File: src/sv/crsg_pkg.sv
// Shared types, constants and a helper function of the Catmull-Rom strip generator.
// No dependencies; the other files of the block, but for crsg_if, refer to it by scoped names.
package crsg_pkg;

   localparam int MAX_SEG_POINTS = 32;
   localparam int COORD_BITS = 16;
   localparam int SAT_BITS = (COORD_BITS > 16) ? 16 : COORD_BITS;
   localparam int SatHiInt = (1 << (SAT_BITS - 1)) - 1;
   localparam logic signed [23:0] SAT_HI = 24'(SatHiInt);
   localparam logic signed [23:0] SAT_LO = 24'(-SatHiInt - 1);

   localparam int ADDR_BITS = 5;
   localparam logic [2:0] REG_PPS        = 3'd0;
   localparam logic [2:0] REG_TOTAL      = 3'd1;
   localparam logic [2:0] REG_TSTEP      = 3'd2;
   localparam logic [2:0] REG_LAST_TSTEP = 3'd3;
   localparam logic [2:0] REG_HALF_WIDTH = 3'd4;
   localparam logic [2:0] REG_FALLOFF    = 3'd5;

   localparam logic [15:0] NORM_ONE = 16'd16384;
   localparam logic [21:0] T_ONE    = 22'd65536;

   typedef struct packed {
      logic [5:0]  points_per_segment;
      logic [11:0] total_points;
      logic [15:0] t_step;
      logic [15:0] last_t_step;
      logic [15:0] half_width;
      logic [15:0] width_falloff;
   } cfg_type;

   typedef struct packed {
      logic signed [15:0] x;
      logic signed [15:0] y;
   } point_type;

   typedef struct packed {
      point_type [3:0] win;
      logic [5:0]      count;
      logic [15:0]     step;
      logic            fin;
      logic            run;
      logic            first;
   } cmd_type;

   typedef struct packed {
      logic signed [15:0] point_x;
      logic signed [15:0] point_y;
      logic signed [15:0] normal_x;
      logic signed [15:0] normal_y;
      logic signed [15:0] left_x;
      logic signed [15:0] left_y;
      logic signed [15:0] right_x;
      logic signed [15:0] right_y;
      logic               run_last;
      logic               spline_end;
   } rsp_type;

   function automatic logic signed [15:0] sat_coord(input logic signed [23:0] v);
      logic signed [15:0] r;
      if (v > SAT_HI) begin
         r = 16'(SAT_HI);
      end else if (v < SAT_LO) begin
         r = 16'(SAT_LO);
      end else begin
         r = v[15:0];
      end
      return r;
   endfunction

endpackage

File: src/sv/crsg_if.sv
// Handshake channel interfaces of the strip generator: control points in, strip points out.
// Depends on nothing.
interface crsg_req_if;
   logic               valid;
   logic               ready;
   logic signed [15:0] ctrl_x;
   logic signed [15:0] ctrl_y;
   logic               first;
   modport source(output valid, ctrl_x, ctrl_y, first, input ready);
   modport sink(input valid, ctrl_x, ctrl_y, first, output ready);
endinterface

interface crsg_rsp_if;
   logic               valid;
   logic               ready;
   logic signed [15:0] point_x;
   logic signed [15:0] point_y;
   logic signed [15:0] normal_x;
   logic signed [15:0] normal_y;
   logic signed [15:0] left_x;
   logic signed [15:0] left_y;
   logic signed [15:0] right_x;
   logic signed [15:0] right_y;
   logic               run_last;
   logic               spline_end;
   modport source(output valid, point_x, point_y, normal_x, normal_y, left_x, left_y,
                  right_x, right_y, run_last, spline_end, input ready);
   modport sink(input valid, point_x, point_y, normal_x, normal_y, left_x, left_y,
                right_x, right_y, run_last, spline_end, output ready);
endinterface

File: src/sv/catmull_rom_strip_generator_core.sv
// Top level of the Catmull-Rom strip generator: register file, front end, queue, point engine.
// Depends on crsg_pkg, crsg_if, crsg_front, crsg_cmdq and crsg_back.
//
//   channel   dir  handshake              carries
//   req_chan  in   valid/ready            ctrl_x, ctrl_y, first
//   rsp_chan  out  valid/ready            point, normal, left/right edge, run_last, spline_end
//   csr       in   psel/penable/pready    six registers at byte address 4*index
//
// A control point is taken whenever the two-entry queue has room.
// Each interpolated point passes through the engine: two axes of Horner steps on
// the one shared multiplier, a 25-step square root and two 16-step dividers for the normal.
// Synchronous reset clears all control state and loads the register defaults.
// A stalled result holds the engine; the front end keeps taking points until the queue fills.
module catmull_rom_strip_generator_core (
   input  logic                           clock,
   input  logic                           reset,
   crsg_req_if.sink                       req_chan,
   crsg_rsp_if.source                     rsp_chan,
   input  logic                           psel,
   input  logic                           penable,
   input  logic                           pwrite,
   input  logic [crsg_pkg::ADDR_BITS-1:0] paddr,
   input  logic [31:0]                    pwdata,
   output logic [31:0]                    prdata,
   output logic                           pready
);

   crsg_pkg::cfg_type cfg_ff, cfg_in;
   crsg_pkg::cmd_type front_cmd, queue_cmd;
   logic front_valid, front_ready, queue_valid, queue_ready;
   logic [2:0] reg_idx;

   assign pready  = 1'b1;
   assign reg_idx = paddr[4:2];

   always_comb begin
      cfg_in = cfg_ff;
      if (psel && penable && pwrite) begin
         case (reg_idx)
            crsg_pkg::REG_PPS:        cfg_in.points_per_segment = pwdata[5:0];
            crsg_pkg::REG_TOTAL:      cfg_in.total_points = pwdata[11:0];
            crsg_pkg::REG_TSTEP:      cfg_in.t_step = pwdata[15:0];
            crsg_pkg::REG_LAST_TSTEP: cfg_in.last_t_step = pwdata[15:0];
            crsg_pkg::REG_HALF_WIDTH: cfg_in.half_width = pwdata[15:0];
            crsg_pkg::REG_FALLOFF:    cfg_in.width_falloff = pwdata[15:0];
            default: begin
            end
         endcase
      end
   end

   always_comb begin
      case (reg_idx)
         crsg_pkg::REG_PPS:        prdata = 32'(cfg_ff.points_per_segment);
         crsg_pkg::REG_TOTAL:      prdata = 32'(cfg_ff.total_points);
         crsg_pkg::REG_TSTEP:      prdata = 32'(cfg_ff.t_step);
         crsg_pkg::REG_LAST_TSTEP: prdata = 32'(cfg_ff.last_t_step);
         crsg_pkg::REG_HALF_WIDTH: prdata = 32'(cfg_ff.half_width);
         crsg_pkg::REG_FALLOFF:    prdata = 32'(cfg_ff.width_falloff);
         default:                  prdata = 32'd0;
      endcase
   end

   always_ff @(posedge clock) begin
      if (reset) begin
         cfg_ff.points_per_segment <= 6'd16;
         cfg_ff.total_points <= 12'd200;
         cfg_ff.t_step <= 16'd4096;
         cfg_ff.last_t_step <= 16'd4096;
         cfg_ff.half_width <= 16'd7936;
         cfg_ff.width_falloff <= 16'd40;
      end else begin
         cfg_ff <= cfg_in;
      end
   end

   crsg_front u_front (
      .clock     (clock),
      .reset     (reset),
      .cfg       (cfg_ff),
      .req_chan  (req_chan),
      .cmd_valid (front_valid),
      .cmd_ready (front_ready),
      .cmd       (front_cmd)
   );

   crsg_cmdq u_cmdq (
      .clock     (clock),
      .reset     (reset),
      .in_valid  (front_valid),
      .in_ready  (front_ready),
      .in_cmd    (front_cmd),
      .out_valid (queue_valid),
      .out_ready (queue_ready),
      .out_cmd   (queue_cmd)
   );

   crsg_back u_back (
      .clock     (clock),
      .reset     (reset),
      .cfg       (cfg_ff),
      .cmd_valid (queue_valid),
      .cmd_ready (queue_ready),
      .cmd       (queue_cmd),
      .rsp_chan  (rsp_chan)
   );

endmodule

File: src/sv/crsg_front.sv
// Front end: accepts control points, slides the window, splits the point budget into segments.
// Depends on crsg_pkg and crsg_req_if.
module crsg_front (
   input  logic                 clock,
   input  logic                 reset,
   input  crsg_pkg::cfg_type    cfg,
   crsg_req_if.sink             req_chan,
   output logic                 cmd_valid,
   input  logic                 cmd_ready,
   output crsg_pkg::cmd_type    cmd
);

   crsg_pkg::point_type [3:0] win_ff, win_in;
   logic [2:0]  fill_ff, fill_in;
   logic [11:0] left_ff, left_in;

   logic accept;

   assign req_chan.ready = cmd_ready;
   assign cmd_valid      = req_chan.valid;
   assign accept         = req_chan.valid & cmd_ready;

   always_comb begin
      crsg_pkg::point_type [3:0] base_win;
      logic [2:0]  base_fill;
      logic [11:0] base_left;
      logic [5:0]  pps;
      base_win  = req_chan.first ? '0 : win_ff;
      base_fill = req_chan.first ? 3'd0 : fill_ff;
      base_left = req_chan.first ? cfg.total_points : left_ff;
      pps = cfg.points_per_segment;
      if (pps == 6'd0) begin
         pps = 6'd1;
      end else if (pps > 6'(crsg_pkg::MAX_SEG_POINTS)) begin
         pps = 6'(crsg_pkg::MAX_SEG_POINTS);
      end
      win_in[0]   = base_win[1];
      win_in[1]   = base_win[2];
      win_in[2]   = base_win[3];
      win_in[3].x = req_chan.ctrl_x;
      win_in[3].y = req_chan.ctrl_y;
      fill_in = (base_fill < 3'd4) ? base_fill + 3'd1 : base_fill;
      left_in = base_left;
      cmd.win   = win_in;
      cmd.first = req_chan.first;
      cmd.run   = (fill_in == 3'd4) && (base_left != 12'd0);
      cmd.fin   = 1'b0;
      cmd.count = pps;
      cmd.step  = cfg.t_step;
      if (cmd.run) begin
         if (12'({pps, 1'b0}) > base_left) begin
            cmd.fin   = 1'b1;
            cmd.count = base_left[5:0];
            cmd.step  = cfg.last_t_step;
            left_in   = 12'd0;
         end else begin
            left_in = base_left - 12'(pps);
         end
      end
   end

   always_ff @(posedge clock) begin
      if (reset) begin
         win_ff  <= '0;
         fill_ff <= 3'd0;
         left_ff <= 12'd0;
      end else if (accept) begin
         win_ff  <= win_in;
         fill_ff <= fill_in;
         left_ff <= left_in;
      end
   end

endmodule

File: src/sv/crsg_cmdq.sv
// Two-entry command queue between the front end and the point engine.
// Depends on crsg_pkg.
module crsg_cmdq (
   input  logic              clock,
   input  logic              reset,
   input  logic              in_valid,
   output logic              in_ready,
   input  crsg_pkg::cmd_type in_cmd,
   output logic              out_valid,
   input  logic              out_ready,
   output crsg_pkg::cmd_type out_cmd
);

   crsg_pkg::cmd_type entry_ff [2];
   logic       wr_ptr_ff, rd_ptr_ff;
   logic [1:0] count_ff, count_in;
   logic       push, pop;

   assign in_ready  = (count_ff != 2'd2);
   assign out_valid = (count_ff != 2'd0);
   assign out_cmd   = entry_ff[rd_ptr_ff];
   assign push      = in_valid & in_ready;
   assign pop       = out_valid & out_ready;

   always_comb begin
      count_in = count_ff;
      if (push && !pop) begin
         count_in = count_ff + 2'd1;
      end else if (pop && !push) begin
         count_in = count_ff - 2'd1;
      end
   end

   always_ff @(posedge clock) begin
      if (push) begin
         entry_ff[wr_ptr_ff] <= in_cmd;
      end
   end

   always_ff @(posedge clock) begin
      if (reset) begin
         wr_ptr_ff <= 1'b0;
         rd_ptr_ff <= 1'b0;
         count_ff  <= 2'd0;
      end else begin
         if (push) wr_ptr_ff <= ~wr_ptr_ff;
         if (pop)  rd_ptr_ff <= ~rd_ptr_ff;
         count_ff <= count_in;
      end
   end

endmodule

File: src/sv/crsg_back.sv
// Point engine: evaluates segment points on a shared multiplier, bit-serial square root and
// dividers for the normal, strip edges and the registered result. Depends on crsg_pkg, crsg_rsp_if.
module crsg_back (
   input  logic              clock,
   input  logic              reset,
   input  crsg_pkg::cfg_type cfg,
   input  logic              cmd_valid,
   output logic              cmd_ready,
   input  crsg_pkg::cmd_type cmd,
   crsg_rsp_if.source        rsp_chan
);

   localparam logic [4:0] S_IDLE = 5'd0;
   localparam logic [4:0] S_M0   = 5'd1;
   localparam logic [4:0] S_M1   = 5'd2;
   localparam logic [4:0] S_M2   = 5'd3;
   localparam logic [4:0] S_M3   = 5'd4;
   localparam logic [4:0] S_M4   = 5'd5;
   localparam logic [4:0] S_M5   = 5'd6;
   localparam logic [4:0] S_M6   = 5'd7;
   localparam logic [4:0] S_M7   = 5'd8;
   localparam logic [4:0] S_PT   = 5'd9;
   localparam logic [4:0] S_N0   = 5'd10;
   localparam logic [4:0] S_N1   = 5'd11;
   localparam logic [4:0] S_N2   = 5'd12;
   localparam logic [4:0] S_SQ   = 5'd13;
   localparam logic [4:0] S_DS   = 5'd14;
   localparam logic [4:0] S_DV   = 5'd15;
   localparam logic [4:0] S_DF   = 5'd16;
   localparam logic [4:0] S_E0   = 5'd17;
   localparam logic [4:0] S_E1   = 5'd18;
   localparam logic [4:0] S_E2   = 5'd19;
   localparam logic [4:0] S_EW   = 5'd20;
   localparam logic [4:0] S_NEXT = 5'd21;

   logic [4:0] state_ff, state_in;
   logic       ax_ff, ax_in;

   logic signed [16:0] a_ff  [2];
   logic signed [16:0] a_in  [2];
   logic signed [19:0] b_ff  [2];
   logic signed [19:0] b_in  [2];
   logic signed [18:0] c_ff  [2];
   logic signed [18:0] c_in  [2];
   logic signed [15:0] p1_ff [2];
   logic signed [15:0] p1_in [2];

   logic [5:0]  idx_ff, idx_in, count_ff, count_in;
   logic [15:0] step_ff, step_in;
   logic        fin_ff, fin_in;
   logic [21:0] raw_ff, raw_in;

   logic signed [37:0] prod_ff, prod_in, part_ff, part_in, v_ff, v_in;
   logic signed [19:0] mul_a;
   logic signed [17:0] mul_b;

   crsg_pkg::point_type pt_ff, pt_in, held_ff, held_in, norm_ff, norm_in;
   logic        held_valid_ff, held_valid_in;
   logic [15:0] chw_ff, chw_in;
   logic        final_ff, final_in;

   logic signed [16:0] dx_ff, dx_in, dy_ff, dy_in;
   logic [34:0] sq_ff, sq_in;
   logic [49:0] rad_ff, rad_in;
   logic [26:0] rem_ff, rem_in;
   logic [24:0] root_ff, root_in;
   logic [4:0]  iter_ff, iter_in;
   logic [24:0] rx_ff, rx_in, ry_ff, ry_in;
   logic [15:0] qx_ff, qx_in, qy_ff, qy_in;
   logic        negx_ff, negx_in, negy_ff, negy_in;
   logic signed [16:0] ox_ff, ox_in, oy_ff, oy_in;

   crsg_pkg::rsp_type out_ff, out_in;
   logic rsp_valid_ff, rsp_valid_in;

   logic [16:0] t17;
   logic signed [17:0] t18;

   function automatic logic signed [19:0] comp(input crsg_pkg::point_type p, input logic ax);
      return ax ? 20'(p.y) : 20'(p.x);
   endfunction

   assign t17 = (raw_ff > crsg_pkg::T_ONE) ? 17'h10000 : raw_ff[16:0];
   assign t18 = {1'b0, t17};
   assign prod_in = mul_a * mul_b;
   assign cmd_ready = (state_ff == S_IDLE);

   assign rsp_chan.valid      = rsp_valid_ff;
   assign rsp_chan.point_x    = out_ff.point_x;
   assign rsp_chan.point_y    = out_ff.point_y;
   assign rsp_chan.normal_x   = out_ff.normal_x;
   assign rsp_chan.normal_y   = out_ff.normal_y;
   assign rsp_chan.left_x     = out_ff.left_x;
   assign rsp_chan.left_y     = out_ff.left_y;
   assign rsp_chan.right_x    = out_ff.right_x;
   assign rsp_chan.right_y    = out_ff.right_y;
   assign rsp_chan.run_last   = out_ff.run_last;
   assign rsp_chan.spline_end = out_ff.spline_end;

   always_comb begin
      logic signed [19:0] p0, p1, p2, p3;
      logic signed [55:0] s1;
      logic signed [57:0] s2;
      logic [34:0] sum;
      logic [28:0] rem_t, trial;
      logic [15:0] magx, magy;
      logic [38:0] dendx, dendy;
      logic [25:0] rtx, rty;
      logic        gex, gey;
      logic [15:0] qcx, qcy;
      state_in = state_ff;
      ax_in = ax_ff;
      a_in = a_ff;
      b_in = b_ff;
      c_in = c_ff;
      p1_in = p1_ff;
      idx_in = idx_ff;
      count_in = count_ff;
      step_in = step_ff;
      fin_in = fin_ff;
      raw_in = raw_ff;
      part_in = part_ff;
      v_in = v_ff;
      mul_a = '0;
      mul_b = '0;
      pt_in = pt_ff;
      held_in = held_ff;
      norm_in = norm_ff;
      held_valid_in = held_valid_ff;
      chw_in = chw_ff;
      final_in = final_ff;
      dx_in = dx_ff;
      dy_in = dy_ff;
      sq_in = sq_ff;
      rad_in = rad_ff;
      rem_in = rem_ff;
      root_in = root_ff;
      iter_in = iter_ff;
      rx_in = rx_ff;
      ry_in = ry_ff;
      qx_in = qx_ff;
      qy_in = qy_ff;
      negx_in = negx_ff;
      negy_in = negy_ff;
      ox_in = ox_ff;
      oy_in = oy_ff;
      out_in = out_ff;
      rsp_valid_in = rsp_valid_ff & ~rsp_chan.ready;
      s1 = '0;
      s2 = '0;
      sum = sq_ff + prod_ff[34:0];
      rem_t = {rem_ff, rad_ff[49:48]};
      trial = {2'b00, root_ff, 2'b01};
      magx = dx_ff[16] ? 16'(-dx_ff) : dx_ff[15:0];
      magy = dy_ff[16] ? 16'(-dy_ff) : dy_ff[15:0];
      dendx = {1'b0, magy, 22'd0} + 39'(root_ff >> 1);
      dendy = {1'b0, magx, 22'd0} + 39'(root_ff >> 1);
      rtx = {rx_ff, qx_ff[15]};
      rty = {ry_ff, qy_ff[15]};
      gex = (rtx >= {1'b0, root_ff});
      gey = (rty >= {1'b0, root_ff});
      qcx = (qx_ff > crsg_pkg::NORM_ONE) ? crsg_pkg::NORM_ONE : qx_ff;
      qcy = (qy_ff > crsg_pkg::NORM_ONE) ? crsg_pkg::NORM_ONE : qy_ff;
      p0 = '0;
      p1 = '0;
      p2 = '0;
      p3 = '0;
      case (state_ff)
         S_IDLE: begin
            if (cmd_valid) begin
               if (cmd.first) begin
                  held_valid_in = 1'b0;
                  norm_in = '0;
                  chw_in = cfg.half_width;
               end
               if (cmd.run) begin
                  for (int k = 0; k < 2; k++) begin
                     p0 = comp(cmd.win[0], 1'(k));
                     p1 = comp(cmd.win[1], 1'(k));
                     p2 = comp(cmd.win[2], 1'(k));
                     p3 = comp(cmd.win[3], 1'(k));
                     a_in[k]  = 17'(p2 - p0);
                     b_in[k]  = (p0 <<< 1) - (p1 <<< 2) - p1 + (p2 <<< 2) - p3;
                     c_in[k]  = 19'(p3 - p0 + (p1 <<< 1) + p1 - (p2 <<< 1) - p2);
                     p1_in[k] = p1[15:0];
                  end
                  count_in = cmd.count;
                  step_in = cmd.step;
                  fin_in = cmd.fin;
                  idx_in = 6'd0;
                  raw_in = 22'd0;
                  ax_in = 1'b0;
                  state_in = S_M0;
               end
            end
         end
         S_M0: begin
            mul_a = 20'(c_ff[ax_ff]);
            mul_b = t18;
            state_in = S_M1;
         end
         S_M1: begin
            v_in = prod_ff + (38'(b_ff[ax_ff]) <<< 16);
            state_in = S_M2;
         end
         S_M2: begin
            mul_a = {2'b00, v_ff[17:0]};
            mul_b = t18;
            state_in = S_M3;
         end
         S_M3: begin
            part_in = prod_ff;
            mul_a = {v_ff[36], v_ff[36:18]};
            mul_b = t18;
            state_in = S_M4;
         end
         S_M4: begin
            s1 = (56'(prod_ff) <<< 18) + 56'(part_ff) + (56'sd1 <<< 15);
            v_in = 38'(s1 >>> 16) + (38'(a_ff[ax_ff]) <<< 16);
            state_in = S_M5;
         end
         S_M5: begin
            mul_a = {1'b0, v_ff[18:0]};
            mul_b = t18;
            state_in = S_M6;
         end
         S_M6: begin
            part_in = prod_ff;
            mul_a = {v_ff[37], v_ff[37:19]};
            mul_b = t18;
            state_in = S_M7;
         end
         S_M7: begin
            s2 = (58'(prod_ff) <<< 19) + 58'(part_ff) + (58'(p1_ff[ax_ff]) <<< 33)
                 + (58'sd1 <<< 32);
            if (ax_ff) begin
               pt_in.y = crsg_pkg::sat_coord(24'(s2 >>> 33));
               ax_in = 1'b0;
               state_in = S_PT;
            end else begin
               pt_in.x = crsg_pkg::sat_coord(24'(s2 >>> 33));
               ax_in = 1'b1;
               state_in = S_M0;
            end
         end
         S_PT: begin
            if (held_valid_ff) begin
               dx_in = 17'(pt_ff.x) - 17'(held_ff.x);
               dy_in = 17'(pt_ff.y) - 17'(held_ff.y);
               state_in = S_N0;
            end else begin
               held_in = pt_ff;
               held_valid_in = 1'b1;
               state_in = S_NEXT;
            end
         end
         S_N0: begin
            mul_a = 20'(dx_ff);
            mul_b = 18'(dx_ff);
            state_in = S_N1;
         end
         S_N1: begin
            sq_in = prod_ff[34:0];
            mul_a = 20'(dy_ff);
            mul_b = 18'(dy_ff);
            state_in = S_N2;
         end
         S_N2: begin
            if (sum == 35'd0) begin
               norm_in = '0;
               state_in = S_E0;
            end else begin
               rad_in = {sum[33:0], 16'd0};
               rem_in = '0;
               root_in = '0;
               iter_in = 5'd0;
               state_in = S_SQ;
            end
         end
         S_SQ: begin
            if (rem_t >= trial) begin
               rem_in = 27'(rem_t - trial);
               root_in = {root_ff[23:0], 1'b1};
            end else begin
               rem_in = rem_t[26:0];
               root_in = {root_ff[23:0], 1'b0};
            end
            rad_in = {rad_ff[47:0], 2'b00};
            iter_in = iter_ff + 5'd1;
            if (iter_ff == 5'd24) begin
               state_in = S_DS;
            end
         end
         S_DS: begin
            rx_in = {2'b00, dendx[38:16]};
            qx_in = dendx[15:0];
            ry_in = {2'b00, dendy[38:16]};
            qy_in = dendy[15:0];
            negx_in = ~dy_ff[16];
            negy_in = dx_ff[16];
            iter_in = 5'd0;
            state_in = S_DV;
         end
         S_DV: begin
            rx_in = gex ? 25'(rtx - {1'b0, root_ff}) : rtx[24:0];
            ry_in = gey ? 25'(rty - {1'b0, root_ff}) : rty[24:0];
            qx_in = {qx_ff[14:0], gex};
            qy_in = {qy_ff[14:0], gey};
            iter_in = iter_ff + 5'd1;
            if (iter_ff == 5'd15) begin
               state_in = S_DF;
            end
         end
         S_DF: begin
            norm_in.x = negx_ff ? -qcx : qcx;
            norm_in.y = negy_ff ? -qcy : qcy;
            state_in = S_E0;
         end
         S_E0: begin
            mul_a = 20'(norm_ff.x);
            mul_b = {2'b00, chw_ff};
            state_in = S_E1;
         end
         S_E1: begin
            ox_in = 17'((prod_ff + (38'sd1 <<< 18)) >>> 19);
            mul_a = 20'(norm_ff.y);
            mul_b = {2'b00, chw_ff};
            state_in = S_E2;
         end
         S_E2: begin
            oy_in = 17'((prod_ff + (38'sd1 <<< 18)) >>> 19);
            state_in = S_EW;
         end
         S_EW: begin
            if (!rsp_valid_ff || rsp_chan.ready) begin
               rsp_valid_in = 1'b1;
               out_in.point_x = held_ff.x;
               out_in.point_y = held_ff.y;
               out_in.normal_x = norm_ff.x;
               out_in.normal_y = norm_ff.y;
               out_in.left_x = crsg_pkg::sat_coord(24'(held_ff.x) + 24'(ox_ff));
               out_in.left_y = crsg_pkg::sat_coord(24'(held_ff.y) + 24'(oy_ff));
               out_in.right_x = crsg_pkg::sat_coord(24'(held_ff.x) - 24'(ox_ff));
               out_in.right_y = crsg_pkg::sat_coord(24'(held_ff.y) - 24'(oy_ff));
               out_in.run_last = final_ff | (~fin_ff & (idx_ff == count_ff - 6'd1));
               out_in.spline_end = final_ff;
               chw_in = (chw_ff > cfg.width_falloff) ? chw_ff - cfg.width_falloff : 16'd0;
               if (final_ff) begin
                  held_valid_in = 1'b0;
                  final_in = 1'b0;
                  state_in = S_IDLE;
               end else begin
                  held_in = pt_ff;
                  held_valid_in = 1'b1;
                  state_in = S_NEXT;
               end
            end
         end
         S_NEXT: begin
            if (idx_ff == count_ff - 6'd1) begin
               if (fin_ff) begin
                  final_in = 1'b1;
                  state_in = S_E0;
               end else begin
                  state_in = S_IDLE;
               end
            end else begin
               idx_in = idx_ff + 6'd1;
               raw_in = raw_ff + 22'(step_ff);
               state_in = S_M0;
            end
         end
         default: begin
            state_in = S_IDLE;
         end
      endcase
   end

   always_ff @(posedge clock) begin
      prod_ff <= prod_in;
      part_ff <= part_in;
      v_ff <= v_in;
      a_ff <= a_in;
      b_ff <= b_in;
      c_ff <= c_in;
      p1_ff <= p1_in;
      idx_ff <= idx_in;
      count_ff <= count_in;
      step_ff <= step_in;
      fin_ff <= fin_in;
      raw_ff <= raw_in;
      pt_ff <= pt_in;
      held_ff <= held_in;
      dx_ff <= dx_in;
      dy_ff <= dy_in;
      sq_ff <= sq_in;
      rad_ff <= rad_in;
      rem_ff <= rem_in;
      root_ff <= root_in;
      iter_ff <= iter_in;
      rx_ff <= rx_in;
      ry_ff <= ry_in;
      qx_ff <= qx_in;
      qy_ff <= qy_in;
      negx_ff <= negx_in;
      negy_ff <= negy_in;
      ox_ff <= ox_in;
      oy_ff <= oy_in;
      out_ff <= out_in;
   end

   always_ff @(posedge clock) begin
      if (reset) begin
         state_ff <= S_IDLE;
         ax_ff <= 1'b0;
         held_valid_ff <= 1'b0;
         norm_ff <= '0;
         chw_ff <= 16'd0;
         final_ff <= 1'b0;
         rsp_valid_ff <= 1'b0;
      end else begin
         state_ff <= state_in;
         ax_ff <= ax_in;
         held_valid_ff <= held_valid_in;
         norm_ff <= norm_in;
         chw_ff <= chw_in;
         final_ff <= final_in;
         rsp_valid_ff <= rsp_valid_in;
      end
   end

endmodule

File: src/flat_wrapper.sv
// flat-port wrapper written by rule: the top's interface ports become plain ports
module catmull_rom_strip_generator_core_flat 
  (clock, reset, psel, penable, pwrite, paddr, pwdata, prdata, pready, req_chan_valid, req_chan_ctrl_x, req_chan_ctrl_y, req_chan_first, req_chan_ready, rsp_chan_valid, rsp_chan_point_x, rsp_chan_point_y, rsp_chan_normal_x, rsp_chan_normal_y, rsp_chan_left_x, rsp_chan_left_y, rsp_chan_right_x, rsp_chan_right_y, rsp_chan_run_last, rsp_chan_spline_end, rsp_chan_ready);
  crsg_req_if req_chan_i ();
  crsg_rsp_if rsp_chan_i ();
  input  logic clock;
  input  logic reset;
  input  logic psel;
  input  logic penable;
  input  logic pwrite;
  input  logic [crsg_pkg::ADDR_BITS-1:0] paddr;
  input  logic [31:0] pwdata;
  output logic [31:0] prdata;
  output logic pready;
  input wire logic [$bits(req_chan_i.valid)-1:0] req_chan_valid;
  input wire logic [$bits(req_chan_i.ctrl_x)-1:0] req_chan_ctrl_x;
  input wire logic [$bits(req_chan_i.ctrl_y)-1:0] req_chan_ctrl_y;
  input wire logic [$bits(req_chan_i.first)-1:0] req_chan_first;
  output wire logic [$bits(req_chan_i.ready)-1:0] req_chan_ready;
  output wire logic [$bits(rsp_chan_i.valid)-1:0] rsp_chan_valid;
  output wire logic [$bits(rsp_chan_i.point_x)-1:0] rsp_chan_point_x;
  output wire logic [$bits(rsp_chan_i.point_y)-1:0] rsp_chan_point_y;
  output wire logic [$bits(rsp_chan_i.normal_x)-1:0] rsp_chan_normal_x;
  output wire logic [$bits(rsp_chan_i.normal_y)-1:0] rsp_chan_normal_y;
  output wire logic [$bits(rsp_chan_i.left_x)-1:0] rsp_chan_left_x;
  output wire logic [$bits(rsp_chan_i.left_y)-1:0] rsp_chan_left_y;
  output wire logic [$bits(rsp_chan_i.right_x)-1:0] rsp_chan_right_x;
  output wire logic [$bits(rsp_chan_i.right_y)-1:0] rsp_chan_right_y;
  output wire logic [$bits(rsp_chan_i.run_last)-1:0] rsp_chan_run_last;
  output wire logic [$bits(rsp_chan_i.spline_end)-1:0] rsp_chan_spline_end;
  input wire logic [$bits(rsp_chan_i.ready)-1:0] rsp_chan_ready;
  assign req_chan_i.valid = req_chan_valid;
  assign req_chan_i.ctrl_x = req_chan_ctrl_x;
  assign req_chan_i.ctrl_y = req_chan_ctrl_y;
  assign req_chan_i.first = req_chan_first;
  assign req_chan_ready = req_chan_i.ready;
  assign rsp_chan_valid = rsp_chan_i.valid;
  assign rsp_chan_point_x = rsp_chan_i.point_x;
  assign rsp_chan_point_y = rsp_chan_i.point_y;
  assign rsp_chan_normal_x = rsp_chan_i.normal_x;
  assign rsp_chan_normal_y = rsp_chan_i.normal_y;
  assign rsp_chan_left_x = rsp_chan_i.left_x;
  assign rsp_chan_left_y = rsp_chan_i.left_y;
  assign rsp_chan_right_x = rsp_chan_i.right_x;
  assign rsp_chan_right_y = rsp_chan_i.right_y;
  assign rsp_chan_run_last = rsp_chan_i.run_last;
  assign rsp_chan_spline_end = rsp_chan_i.spline_end;
  assign rsp_chan_i.ready = rsp_chan_ready;
  catmull_rom_strip_generator_core u_core (.clock(clock), .reset(reset), .req_chan(req_chan_i), .rsp_chan(rsp_chan_i), .psel(psel), .penable(penable), .pwrite(pwrite), .paddr(paddr), .pwdata(pwdata), .prdata(prdata), .pready(pready));
endmodule
File: config.mk
export PLATFORM = sky130hd
export DESIGN_NAME = catmull_rom_strip_generator_core_flat
export DESIGN_NICKNAME = d
export VERILOG_FILES = /design/src/sv/crsg_pkg.sv /design/src/sv/crsg_if.sv /design/src/sv/catmull_rom_strip_generator_core.sv /design/src/sv/crsg_front.sv /design/src/sv/crsg_cmdq.sv /design/src/sv/crsg_back.sv /design/src/flat_wrapper.sv
export SDC_FILE = /design/constraint.sdc
export NUM_CORES = 2
export LEC_CHECK = 0
export ABC_AREA = 1
export BUFFER_PORTS_ARGS = -buffer_cell sky130_fd_sc_hd__clkbuf_2
export CAP_MARGIN = 25
export CORE_MARGIN = 2
export CORE_UTILIZATION = 40
export DETAILED_ROUTE_END_ITERATION = 12
export GPL_TIMING_DRIVEN = 1
export PLACE_DENSITY_LB_ADDON = 0.25
export SLEW_MARGIN = 20
export SYNTH_ARGS = -nofsm -noshare
export SYNTH_HDL_FRONTEND = slang
export SYNTH_HIERARCHICAL = 1
export SYNTH_SLANG_ARGS = --single-unit
export TNS_END_PERCENT = 50
File: constraint.sdc
create_clock -name clock -period 15.93 [get_ports clock]
set_clock_uncertainty 0.1 [all_clocks]
set_input_delay 2.3895 -clock clock [delete_from_list [all_inputs] [get_ports clock]]
set_output_delay 2.3895 -clock clock [all_outputs]
set_load 0.05 [all_outputs]
# Yosys cells after proc, flatten, opt, wreduce, memory -nomap -nowiden
# Memories as Yosys holds them, arrays and structs flattened. A register that Yosys moved wholly into a read port is not among the register bits.
# Cells that the tools add are included.
# word_totals
regBits	1083
inputBits	77
memories	1
out_inout_bits	165
mem_bits_rw	306
# memory_table
name	words	width	read_ports	rd_ports_with_merged_regs	wr	line_no	rtl
u_core.u_cmdq.entry_ff	2	153	1	1	1	crsg_cmdq.sv:14	crsg_pkg::cmd_type entry_ff [2];
# classes
muxes	109
magnitude_cmp	21
eq_ne	44
add_sub_neg	53
n_mul	1
n_bitwise	12
reduce_logical	52
# op_table
operator	count
$mux W16	19
$mux W32	6
$pmux W20 S9	1
$pmux W25 S2	3
$mux W128	1
$pmux W5 S22	1
$sub A16 B16 Y17	6
$pmux W50 S2	1
$pmux W16 S2	3
$pmux W16 S6	1
$pmux W32 S3	1
$add A38 B24 Y39	2
$pmux W38 S2	1
$mux W25	3
$gt A18 B16 Y1 const B	4
$lt A18 B16 Y1 const B	4
$pmux W18 S4	1
$mux W17	4
$mux W22	3
$neg A16 Y16	4
$pmux W32 S2	1
$mux W20	3
$add A57 B34 Y57 const B	1
$add A57 B38 Y57	1
88 further kinds	217

# Logic depth before layout (Yosys ltp)
# depth
word_depth	9
depth_mapped	41

# Modules after synthesis
# The synthesis kept the hierarchy.
# modules_own_cells
mod	cells_per_inst	n_inst	area_each_um2
crsg_back	8865	1	75987.9
crsg_cmdq	513	1	11554.8
crsg_front	898	1	6088.3
catmull_rom_strip_generator_core	662	1	4214.0

# Worst setup path before layout
# No wires, ideal clock.
# synth_path
path_type	input to register
from	input rsp_chan_ready
to	register u_core/u_back/held_ff[0] (netlist bit) (enable)
n_path_buf	0
path_slack_ps	4351
setup_ps	432
stages	4
arrival_ps	11047
required_time_ps	15398
path_cell_list	inv_1 a21oi_1 o21ai_0 a21oi_1
# synth_between
elab_chain_len	3
# synth_rtl
item	line_no	rtl
start, declared	flat_wrapper.sv:31	input wire logic [$bits(rsp_chan_i.ready)-1:0] rsp_chan_ready;
$logic_or A1 B1 Y1	crsg_back.sv:335	if (!rsp_valid_ff || rsp_chan.ready) begin
$ne A2 B2 Y1 (no source line)	n/a	
$reduce_and A4 Y1 (no source line)	n/a	
end signal, assigned	crsg_back.sv:393	held_ff <= held_in;
end, declared	crsg_back.sv:57	crsg_pkg::point_type pt_ff, pt_in, held_ff, held_in, norm_ff, norm_in;
# No other way between the ends.
# A chain may end at the register's enable or synchronous reset.

# Worst setup path after layout
# layout_path
from	register u_core.u_back.state_ff[4]
to	register u_core.u_back.prod_ff[26]
# layout_between
elab_chain_len	4
word_cells_on_any_way	14
cone_classes	mul: 1; eq/ne: 9; mux: 2; reduce/logical: 2
# layout_rtl
item	line_no	rtl
start, declared	crsg_back.sv:36	logic [4:0] state_ff, state_in;
start signal, assigned	crsg_back.sv:422	state_ff <= state_in;
$eq A5 B3 Y1, or another cell as far along	crsg_back.sv:168	case (state_ff)
$reduce_or A5 Y1 (no source line) / $reduce_or A2 Y1 (equally long branches)	n/a	
$pmux W18 S4	crsg_back.sv:168	
$mul A20 B18 Y38 *	crsg_back.sv:85	assign prod_in = mul_a * mul_b;
named net u_core.u_back.prod_in[26]	crsg_back.sv:53	logic signed [37:0] prod_ff, prod_in, part_ff, part_in, v_ff, v_in;
end signal, assigned	crsg_back.sv:380	prod_ff <= prod_in;
end, declared	crsg_back.sv:53	
# The timed path passes the listed nets; every way through them passes the cells marked *.

==> results.sh <==
export IMPL_syn_to_final_growth_pct=9.63
export IMPL_relSlewSlack_pct=22.4
export IMPL_grt_overflow_total=0
export IMPL_die_y_um=499
export IMPL_synth_area_top_cells="edfxtp_1, fa_1, nand2_1"
export IMPL_cts_htree_levels=4
export IMPL_final_common_cell="nand2_1"
export IMPL_critPathSlowestCell="nor4_2"
export IMPL_cts_root_buf="clkbuf_16"
export IMPL_cts_buffers=154
export IMPL_grt_max_degree=154
export IMPL_hold_class="flip-flop to flip-flop"
export IMPL_cts_hold_fix_buffers=0
export IMPL_critPathTopFamily="adder cells"
export IMPL_num_rows=181
export IMPL_max_stage_delay_ns=0.75
export IMPL_end_kind="flip-flop"
export IMPL_slew_viol_final=0
export IMPL_clk_pin_slew_ns=0.06
export IMPL_synth_edf_count=1034
export IMPL_yosysTopAreaCellShare_pct=31.7
export IMPL_dp_cells=14100
export IMPL_cts_repair_resized=0
export IMPL_final_cell_mix="nand2_1, inv_1, edfxtp_1"
export IMPL_grt_antenna_before_repair=3
export IMPL_ctsLongestPathBuffers=3
export IMPL_synth_warnings=6
export IMPL_port_buffers=206
export IMPL_avgSynthCellArea_um2=8.95
export IMPL_max_freq_ghz=0.107
export IMPL_grt_pass1_vias=74300
export IMPL_die_x_um=499
export IMPL_cts_sinks=1327
export IMPL_viasPerCell=5.21
export IMPL_timing_setup_tns_ns=0
export IMPL_die_area_mm2=0.249
export IMPL_worstPathBufferInverterCount=9
export IMPL_layout_drive_gt1_share_pct=8.13
export IMPL_worstPathRequired_ns=16.54
export IMPL_crit_top_cell="inv_1"
export IMPL_synth_seq_cells=1327
export IMPL_gp_congestion=0.952
export IMPL_drt_total_wl_um=288000
export IMPL_drc=0
export IMPL_synth_top_area_cell="edfxtp_1"
export IMPL_postRouteAntennaNets=0
export IMPL_rsz0062_at_grt="false"
export IMPL_fin_nets=12400
export IMPL_finalCritPeriodShare_pct=58.9
export IMPL_grt_pass1_wl_um=439000
export IMPL_syn_inst=10900
export IMPL_drv_cap=0
export IMPL_netlist_area_mm2=0.0978
export IMPL_fin_cells=14400
export IMPL_utilization_pct=44.1
export IMPL_cp_max_fo=40
export IMPL_tightestPinTransition_ns=1.16
export IMPL_status="completed"
export IMPL_grtUsageTotal_pct=22.9
export IMPL_path_class="flip-flop to flip-flop"
export IMPL_synth_cell_types=75
export IMPL_clock_latency_ns=0.84
export IMPL_power_density_mw_per_mm2=208
export IMPL_setup_viol=0
export IMPL_core_mm2=0.243
export IMPL_wl_per_cell_um=20.0
export IMPL_hold_violations=0
export IMPL_cts_tree="yes"
export IMPL_drt_initial_drc_count=5915
export IMPL_synth_top_flop_cell="edfxtp_1"
export IMPL_p_total_w=0.0224
export IMPL_power_static_leakage_nw=47.9
export IMPL_dp_hpwl_um=228000
export IMPL_dr_pass1_iters=8
export IMPL_async_flop_share_pct=0
export IMPL_postCtsSetupRepairBufs=0
export IMPL_hold_slack_ns=0.341
export IMPL_cp_start_kind="flip-flop"
export IMPL_vias=75000
export IMPL_initial_core_util_pct=40.2
export IMPL_ir_drop_v=0.000374
export IMPL_ios=242
export IMPL_min_period_ns=9.38
export IMPL_ys_seq_area_share_pct=37.7
export IMPL_critPathArrivalTime_ns=10.00
## worst register-to-register path, delay by kind of cell (launching register included)
| family | cells | cell delay [ns] |
|---|---|---|
| DFF | 1 | 0.62 |
| AOI/OAI and AO/OA | 10 | 2.73 |
| buffers and inverters | 9 | 1.56 |
| xor gates and xnor gates | 1 | 0.17 |
| and+or+nand+nor | 5 | 1.29 |
| adders and majority gates | 7 | 2.87 |
## final timing paths
path	from	to	slack, ns	cells past startpoint
min	u_core/u_back/pt_ff[9]	u_core/u_back/held_ff[9]	0.34	0
max reg2reg	u_core/u_back/state_ff[4]	u_core/u_back/prod_ff[26]	6.55	32
max	u_core/u_back/state_ff[4]	u_core/u_back/prod_ff[26]	6.55	32
min reg2reg	u_core/u_back/pt_ff[9]	u_core/u_back/held_ff[9]	0.34	0
## registers in the layout, indices dropped and copies added, names as in the netlist, 34 cells and up, named ones only
signal	count
u_core/u_back/rad_ff	34
u_core/u_back/c_ff	38
u_core/u_cmdq/entry_ff	306
u_core/u_back/a_ff	34
u_core/u_back/prod_ff	38
u_core/u_front/win_ff	96
u_core/u_back/b_ff	40
u_core/u_back/sq_ff	35
u_core/cfg_ff	82
u_core/u_back/v_ff	38
## report_power, final
part	internal, W	leakage, nW	switching, W
Combinational	0.00491	33.6	0.00842
Sequential	0.00507	11.7	0.000229
Clock	0.00218	2.59	0.00155
## final cells by class
cell class / instances / area [µm²]
Sequential cell: 1327 / 36900
Inverter: 1736 / 6520
Tap cell: 3202 / 4010
Clock inverter: 90 / 1160
Fill cell: 23700 / 136000
Multi-Input combinational cell: 7555 / 52800
Clock buffer: 198 / 4250
Timing Repair Buffer: 277 / 1640
Antenna cell: 2 / 5.00
## logic make-up after synthesis
logic type | Yosys count | share of synthesized area [%]
AND/OR/NAND/NOR | 3943 | 16.8
adder cells (fa/ha/maj) | 1244 | 20.7
other | 3 | 0.0115
buffers and inverters | 2073 | 8.54
XOR/XNOR | 445 | 3.98
AO/OA/AOI/OAI | 1733 | 9.95
flip-flops | 1327 | 37.7
multiplexers | 170 | 2.23
## per-stage QoR
stage | instance area, µm² | setup slack [ns]
2_1_floorplan | 97900 | 4.35
3_3_place_gp | 102000 | 6.37
3_5_place_dp | 102000 | 6.33
4_1_cts | 107000 | 6.31
5_1_grt | 107000 | 5.94
6_report | 107000 | 6.55
## cell usage after synthesis, types with 24 or more instances
cell,count
nand2_1,2190
inv_1,1694
edfxtp_1,1034
nor2_1,998
a21oi_1,786
fa_1,629
ha_1,615
o21ai_0,521
nand3_1,359
dfxtp_1,293
xor2_1,273
xnor2_1,172
nand4_1,119
clkbuf_1,118
mux2_2,100
buf_2,94
buf_4,80
a31oi_1,77
mux2_4,70
nor3_1,65
a21o_1,48
o21ai_1,47
nor4_1,44
inv_2,37
o211ai_1,36
a221oi_1,33
o21bai_1,31
nand2_2,29
or2_2,26
buf_1,25
o21a_1,24
## per-layer routing
metal | track usage (%) | vias up | part of all wire, %
li1 | - | 36000 | -
met1 | 30.7 | 36500 | 44
met2 | 37.8 | 2068 | 47
met3 | 3.11 | 443 | 5.4
met4 | 7.86 | 2 | 3.7
met5 | 0 | - | 0.0045
Power figures use the tool's default switching activity.
